File: config.mk
export PLATFORM = sky130hd
export DESIGN_NAME = fir16_cell
export DESIGN_NICKNAME = d
export VERILOG_FILES = /design/src/hw/rtl/fir16_pkg.sv /design/src/hw/rtl/fir16_cell.sv
export SDC_FILE = /design/constraint.sdc
export NUM_CORES = 1
export LEC_CHECK = 0
export BUFFER_PORTS_ARGS = -buffer_cell sky130_fd_sc_hd__buf_4
export CAP_MARGIN = 5
export CORE_ASPECT_RATIO = 0.9
export CORE_MARGIN = 1
export CORE_UTILIZATION = 40
export DETAILED_ROUTE_END_ITERATION = 10
export SYNTH_ARGS = -nofsm -noshare
export SYNTH_HDL_FRONTEND = slang
export SYNTH_SLANG_ARGS = --single-unit
File: constraint.sdc
create_clock -name clk -period 19.14 [get_ports clk]
set_clock_uncertainty 0.1 [all_clocks]
set_input_delay 4.785 -clock clk [delete_from_list [all_inputs] [get_ports clk]]
set_output_delay 4.785 -clock clk [all_outputs]
set_load 0.005 [all_outputs]
File: src/hw/rtl/fir16_pkg.sv
// shared types and constants of the 16-tap fir filter
package fir16_pkg;

  localparam int TAPS      = 16;
  localparam int TAP_WORDS = TAPS / 4;
  localparam int SAMPLE_W  = 16;
  localparam int ACC_W     = 32;
  localparam int CFG_W     = 64;
  localparam int INDEX_W   = 3;
  localparam int COUNT_W   = 4;

  localparam logic [COUNT_W-1:0] PRIMED = COUNT_W'(TAPS - 1);

  // configuration register indexes
  localparam logic [INDEX_W-1:0] REG_TAPS_0_TO_3   = 3'd0;
  localparam logic [INDEX_W-1:0] REG_TAPS_4_TO_7   = 3'd1;
  localparam logic [INDEX_W-1:0] REG_TAPS_8_TO_11  = 3'd2;
  localparam logic [INDEX_W-1:0] REG_TAPS_12_TO_15 = 3'd3;

  typedef logic signed [SAMPLE_W-1:0] sample_t;
  typedef logic signed [ACC_W-1:0]    acc_t;

  // control seen by each delay cell
  typedef struct packed {
    logic en;     // pipeline advances
    logic shift;  // a new sample enters the delay line
  } cell_ctrl_t;

  // control seen by the adder stages
  typedef struct packed {
    logic en;
    logic valid;  // products in the cells belong to a result
  } sum_ctrl_t;

endpackage

File: src/hw/rtl/fir16_cell.sv
// one delay-line cell: holds a sample, passes it on, registers its tap product
module fir16_cell (
  input  logic                  clk,
  input  fir16_pkg::cell_ctrl_t ctrl,
  input  fir16_pkg::sample_t    d,
  input  fir16_pkg::sample_t    tap,
  output fir16_pkg::sample_t    q,
  output fir16_pkg::acc_t       prod
);

  always_ff @(posedge clk) begin
    if (ctrl.shift) begin
      q <= d;
    end
    if (ctrl.en) begin
      prod <= fir16_pkg::acc_t'(tap) * fir16_pkg::acc_t'(q);
    end
  end

endmodule

======== After elaboration in Yosys (flattened, before gate mapping) ========
Index checks and enable logic that the tools add are counted.
W data, S select, Z words.
word-level totals
  logic and storage cells ................. 3
  register bits ........................... 48
  input bits .............................. 35
  output and inout port bits .............. 48
operators by class
  multipliers ............................. 1
operators by type and width
  kind              count
  $mul A16 B16 Y32  1

======== Longest topological paths before layout ========
Gate-level depths: netlist (run 1).
  depth after elaboration ................. 1
  gate-level depth with buffers ........... 22
  mapped depth without buffers ............ 21

======== Worst setup path after synthesis (run 1) ========
Ideal clock, no wire load.
  path type ............................... input to register
  start point ............................. input port tap[15]
  end point ............................... register prod[31] (data pin)
  data arrival time ....................... 10228 ps
  setup time .............................. 266 ps
  required time ........................... 18774 ps
  cell stages on the path ................. 20
  buffers on the path ..................... 1
  path slack .............................. 8546 ps
  path through ............................ clkbuf_1 -> nand2_1 -> inv_1 -> fa_1 -> fa_1 -> fa_1 -> fa_1 -> fa_1 -> inv_1 -> fa_1 -> inv_1 -> ha_1 -> nand3_1 -> a211oi_1 -> a22o_1 -> a211o_1 -> and3_4 -> a221o_1 -> nor4_1 -> nor3_1
between the ends
  cells in the longest elaborated chain, start to end .. 1
RTL lines
  element               line              text
  start, declared       fir16_cell.sv:6   input fir16_pkg::sample_t tap,
  $mul A16 B16 Y32      fir16_cell.sv:16  prod <= fir16_pkg::acc_t'(tap) * fir16_pkg::acc_t'(q);
  end signal, assigned  fir16_cell.sv:16
  end, declared         fir16_cell.sv:8   output fir16_pkg::acc_t prod
Every way passes these cells.
A chain may end at the register's enable or synchronous reset.

======== Worst setup path after layout (run 1) ========
Same ends and word-level chain as after synthesis.

==> impl_metrics.toml, run 1 <==
[run_status]
outcome = "complete, no violations"

[setup_path]
worst-r2r-setup-slack_ns = 12.23
crit_arrival_ns = 10.65
critical_path_class = "in -> reg"
cp.depth = 19
endpoint_kind = "flop"
required_ns = 19.08
start_kind = "input pin"
r2r_end = "prod[31]"
r2r_start = "q[7]"
ff2ff_path_depth = 21
path_buf_inv = 4
crit_top_cell = "fa_1"
cpPeakStageDelay_ns = 0.85
path_max_fanout = 16
crit_chain = "buf_4 -> nand2_1 -> inv_1 -> fa_1 -> fa_1 -> fa_1 -> fa_1 -> fa_1 -> inv_1 -> fa_1 -> inv_1 -> ha_1 -> a21oi_1 -> nand3b_1 -> a211o_1 -> and3_4 -> a221o_1 -> nor4_1 -> nor3_1"
cp_slowest_cell = "fa_1"
cp_top_family = "adder cells"

[clock_network]
root_buffer = "clkbuf_16"
numCtsBuffers = 5
holdBufCountCts = 0
htreeDepth = 2
postCtsSetupRepairBufs = 0
cts_resized = 0
cts.sinks = 48
clockBufferDepth = 2
clk_latency_ns = 0.29
cts_tree = "yes"
path_clk_slew_ns = 0.06

[logic_synthesis]
synth_top_cells_by_count = "inv_1 (288), fa_1 (262), nand2_1 (127)"
yosysSeqAreaShare_pct = 12.8
synth_ff_type = "edfxtp_1"
synthDistinctLibCells = 47
synth_area_sq_um = 11300
synth_top_cell_area_share_pct = 46.6
async_flop_share_pct = 0
synth_edf_count = 48
yosys.cell_count.top_type = "inv_1"
synth_fp_nets = 1504
synth.area.top_cells = "fa_1 (47%), edfxtp_1 (13%), inv_1 (9.6%)"
ys_ff_latch = 48
yosysWarningCount = 0
synth.largest_area_cell = "fa_1"
synthCells = 1125
synth.avg_cell_area_sq_um = 10.0

[sta]
setup_tns_ns = 0
rsz0062_at_grt = "no"
period_share_pct = 56.0
relSlewSlack_pct = 41.9
clock.fmax_mhz = 93.3
period_minus_slack_ns = 10.72
finalHoldViolCount = 0
worst_pin_slew_ns = 0.871
slew_violations = 0
setup_viol = 0

[place]
numPortBuffers = 82
place_congestion = 0.845
dp.cells = 1530
dp_hpwl_um = 22900
placed_cell_area_sq_um = 12200

[route]
totalWireLength_um = 27300
drt_pass1_iterations = 4
vias = 7605
drtIter0Drc = 441
drc = 0
avgRoutedWirePerCell_um = 17.7
vias_per_cell = 4.94
ant_nets = 0

[die]
core_area_sq_um = 27300
start_util_pct = 41.2
die_h_um = 161
io_pins = 83
fp-row-count = 57
die_x_um = 179
die_area_sq_um = 28800

[global_route]
grt_max_degree = 33
overflow = 0
grt_usage_pct = 20.5
grt_pass1_wl_um = 44800
grt_pass1_vias = 8020
grt_antenna_before_repair = 0

[worst_hold_path]
worstHoldPathType = "reg -> reg"
hold_start = "q[0]"
worstHoldEndpoint = "prod[0]"
hold_depth = 1

[final_layout]
nets = 1562
final_cells = 1539
final_area_sq_um = 12300
area_growth_pct = 9.66
drive_gt1_share_pct = 7.94

[run]
cap_violations = 0
final cells by class:
type | count | area [sq um]
Fill cell | 2617 | 15000
Multi-Input combinational cell | 757 | 8610
Sequential cell | 48 | 1440
Inverter | 288 | 1080
Timing Repair Buffer | 83 | 623
Tap cell | 354 | 443
Clock buffer | 5 | 125
Clock inverter | 3 | 13.8
Antenna cell | 1 | 2.50
worst register-to-register path, stage by stage (launching register included):
cell      delay (ns)
edfxtp_1        0.88
nand2_1         0.20
fa_1            0.56
inv_1           0.05
fa_1            0.49
inv_1           0.05
fa_1            0.52
inv_1           0.05
fa_1            0.46
fa_1            0.54
inv_1           0.07
fa_1            0.49
inv_1           0.05
ha_1            0.35
a21oi_1         0.18
o21ai_0         0.16
a22o_1          0.23
a211o_1         0.31
and3_4          0.19
a221o_1         0.40
nor4_1          0.25
nor3_1          0.08
metrics by stage:
stage / hold slack, ns / utilization (%) / worst slack (ns)
floorplan: 0.540 / - / 8.55
global placement: 0.869 / 44.7 / 8.25
detailed placement: 0.888 / 44.7 / 8.09
CTS: 0.912 / 45.2 / 8.39
global route: 0.930 / 45.2 / 8.12
finish: 0.888 / 45.2 / 8.42
state kept, by name, indices dropped and copies added (netlist names):
name,flops
prod,32
q,16
logic make-up (layout without fill, tap and decap cells):
| kind of cell | after synthesis | after routing | synth area share [%] |
|---|---|---|---|
| flip-flops | 48 | 48 | 12.8 |
| AO/OA/AOI/OAI | 73 | 73 | 4.38 |
| adder cells (fa/ha/maj) | 344 | 344 | 55.7 |
| other | 0 | 1 | 0 |
| buffers and inverters | 320 | 379 | 10.7 |
| AND/OR/NAND/NOR | 306 | 306 | 13.8 |
| XOR/XNOR | 34 | 34 | 2.65 |
placed cells by master (no fill, tap or decap), types with 3 or more instances in the layout:
| master | netlist | layout |
|---|---|---|
| xor2_1 | 6 | 6 |
| nand2b_1 | 8 | 8 |
| fa_1 | 262 | 262 |
| buf_4 | 0 | 83 |
| nor3_1 | 3 | 3 |
| o21a_1 | 3 | 3 |
| ha_1 | 82 | 82 |
| o21ai_0 | 10 | 10 |
| inv_1 | 288 | 288 |
| clkbuf_16 | 0 | 5 |
| edfxtp_1 | 48 | 48 |
| and2_1 | 124 | 124 |
| xnor2_1 | 28 | 28 |
| and3_1 | 5 | 5 |
| nand2_1 | 127 | 127 |
| a31oi_1 | 4 | 4 |
| a21o_1 | 11 | 11 |
| a21oi_1 | 23 | 23 |
| nor2_1 | 25 | 25 |
how the worst max path moves through the flow:
stage / from / to / slack (ns)
3_5_place_dp: tap[15] / prod[31] / 8.09
4_1_cts: tap[15] / prod[31] / 8.39
3_3_place_gp: tap[7] / prod[31] / 8.25
6_report: tap[15] / prod[31] / 8.42
5_1_grt: tap[15] / prod[31] / 8.12
2_1_floorplan: tap[15] / prod[31] / 8.55
routing by layer:
metal  routed length (um)  global-route usage, %  share of wire (%)  up-vias
met2                13200                   33.0                 49      209
li1                     -                      -                  -     3447
met5                    0                      0                  0        -
met3                 1430                   2.61                5.3       17
met1                12400                   30.3                 45     3932
met4                  227                   2.08               0.83        0
Power of run 1 is not shown: default switching activity piles up to over one toggle a cycle in this logic, so the estimate is an artifact.
==> run 2: changes to the inputs <==
==> constraint.sdc (replaced) <==
create_clock -name clk -period 9.05 [get_ports clk]
set_clock_uncertainty 0.1 [all_clocks]
set_input_delay 2.2625 -clock clk [delete_from_list [all_inputs] [get_ports clk]]
set_output_delay 2.2625 -clock clk [all_outputs]
set_load 0.005 [all_outputs]
==> run 2 against run 1 <==
  * Cell count hardly changed
  * Sequential cell count stayed put
  * Final area grew 0.21%
  * Hold slack worse by 0.0046 ns
  * Worst setup slack got worse by 7.5 ns
  * First-iteration DRC count decreased by 9.1%
  * Die area unchanged
  * Core utilization increased by 0.096 points
  * Global-route usage grew 0.57 points
  * Clock-buffer cell count unchanged
  * Non-clock buffer count did not move
  * Wire length up 2.2%
==> impl_metrics.toml, run 2 (synthesized netlist as in run 1, its figures left out) <==
[final_layout]
final_common_cell = "inv_1"
num_antenna_cells = 0
fill_cells = 2610
drive_gt1_share_pct = 8.02
nets = 1562
largest_register_ffs = 32
final_cell_mix = "inv_1 (288), fa_1 (262), nand2_1 (127)"
top_regs = "prod (32), q (16)"
largest-register = "prod"
area_growth_pct = 9.90
final_cells = 1538
fin_util_pct = 45.3

[setup_path]
required_ns = 8.99
endpoint_kind = "flop"
r2r_end = "prod[31]"
ff2ff_path_depth = 21
r2r_start = "q[7]"
path_max_fanout = 16
worst-r2r-setup-slack_ns = 2.17
startpoint = "tap[15]"
cp-endpoint = "prod[31]"
start_kind = "input pin"
crit_arrival_ns = 8.10
critical_path_class = "in -> reg"

[sta]
relSlewSlack_pct = 40.2
finalHoldViolCount = 0
setup_tns_ns = 0
worst_pin_slew_ns = 0.897
period_minus_slack_ns = 8.16
setup_viol = 0
final.setup.worst_slack_ns = 0.885
period_share_pct = 90.2
clock.fmax_mhz = 122
rsz0062_at_grt = "no"
slew_violations = 0

[route]
drtIter0Drc = 401
vias = 7612
drt_pass1_iterations = 5
totalWireLength_um = 27900
drc = 0
avgRoutedWirePerCell_um = 18.1
vias_per_cell = 4.95
ant_nets = 0

[global_route]
grt_pass1_vias = 8216
overflow = 0
grt_pass1_wl_um = 45900
grt_max_degree = 33
grt_usage_pct = 21.0
grt_antenna_before_repair = 0

[die]
io_pins = 83
fp-row-count = 57
die_h_um = 161
die_x_um = 179
die_area_sq_um = 28800
core_area_sq_um = 27300
start_util_pct = 41.2

[clock_network]
holdBufCountCts = 0
path_clk_slew_ns = 0.07
cts_resized = 0
htreeDepth = 2
cts.sinks = 48
clk_latency_ns = 0.29
clockBufferDepth = 2
numCtsBuffers = 5
root_buffer = "clkbuf_16"
cts_tree = "yes"
postCtsSetupRepairBufs = 0

[worst_hold_path]
hold_start = "q[0]"
worstHoldPathType = "reg -> reg"

[place]
place_congestion = 0.863
dp_hpwl_um = 23400
numPortBuffers = 82
pre_cts_ws_ns = 0.590
dp.cells = 1530

[run_status]
outcome = "complete, no violations"

[run]
cap_violations = 0
[run 2: cell count changes in the layout (fill, tap and decap cells not counted), sizes merged]
cell      change
clkinv        -2
bufinv        +1
clkinvlp      +1
diode         -1
[run 2: worst max-delay path: stages]
cell and delay, ns:
buf_4 0.18, nand2_1 0.12, inv_1 0.11, fa_1 0.77, fa_1 0.50, fa_1 0.50
fa_1 0.51, fa_1 0.49, inv_1 0.05, fa_1 0.47, inv_1 0.04, ha_1 0.34
nand3_1 0.17, a211oi_1 0.11, a22o_1 0.25, a211o_1 0.31, and3_4 0.19, a221o_1 0.40
nor4_1 0.25, nor3_1 0.08
[run 2: metrics by stage]
| step | cell area (sq um) | hold WS (ns) |
|---|---|---|
| final | 12400 | 0.883 |
| after global routing | 12400 | 0.964 |
| after CTS | 12400 | 0.890 |
| after detailed placement | 12200 | 0.870 |
| after global placement | 12200 | 0.889 |
| after floorplan | 11300 | 0.540 |
[run 2: worst min path at each step]
stage / end / slack [ns] / cells past startpoint
3_3_place_gp: prod[0] / 0.89 / 1
4_1_cts: prod[0] / 0.89 / 1
6_report: prod[0] / 0.88 / 1
5_1_grt: prod[0] / 0.96 / 1
3_5_place_dp: prod[0] / 0.87 / 1
2_1_floorplan: prod[0] / 0.54 / 1
[run 2: layer usage]
| layer | vias up | track usage, % | part of all wire [%] |
|---|---|---|---|
| met2 | 188 | 31.9 | 46 |
| li1 | 3440 | - | - |
| met5 | - | 0 | 0 |
| met3 | 34 | 2.61 | 4.4 |
| met4 | 0 | 4.97 | 2.3 |
| met1 | 3950 | 31.9 | 47 |
[run 2: cell type report]
type / count / area, sq um / share of cell area (%)
Clock buffer: 5 / 125 / 1.01
Inverter: 288 / 1080 / 8.74
Sequential cell: 48 / 1440 / 11.7
Tap cell: 354 / 443 / 3.58
Timing Repair Buffer: 83 / 623 / 5.04
Clock inverter: 3 / 42.5 / 0.344
Multi-Input combinational cell: 757 / 8610 / 69.6
Power of run 2 is left out for the same reason.
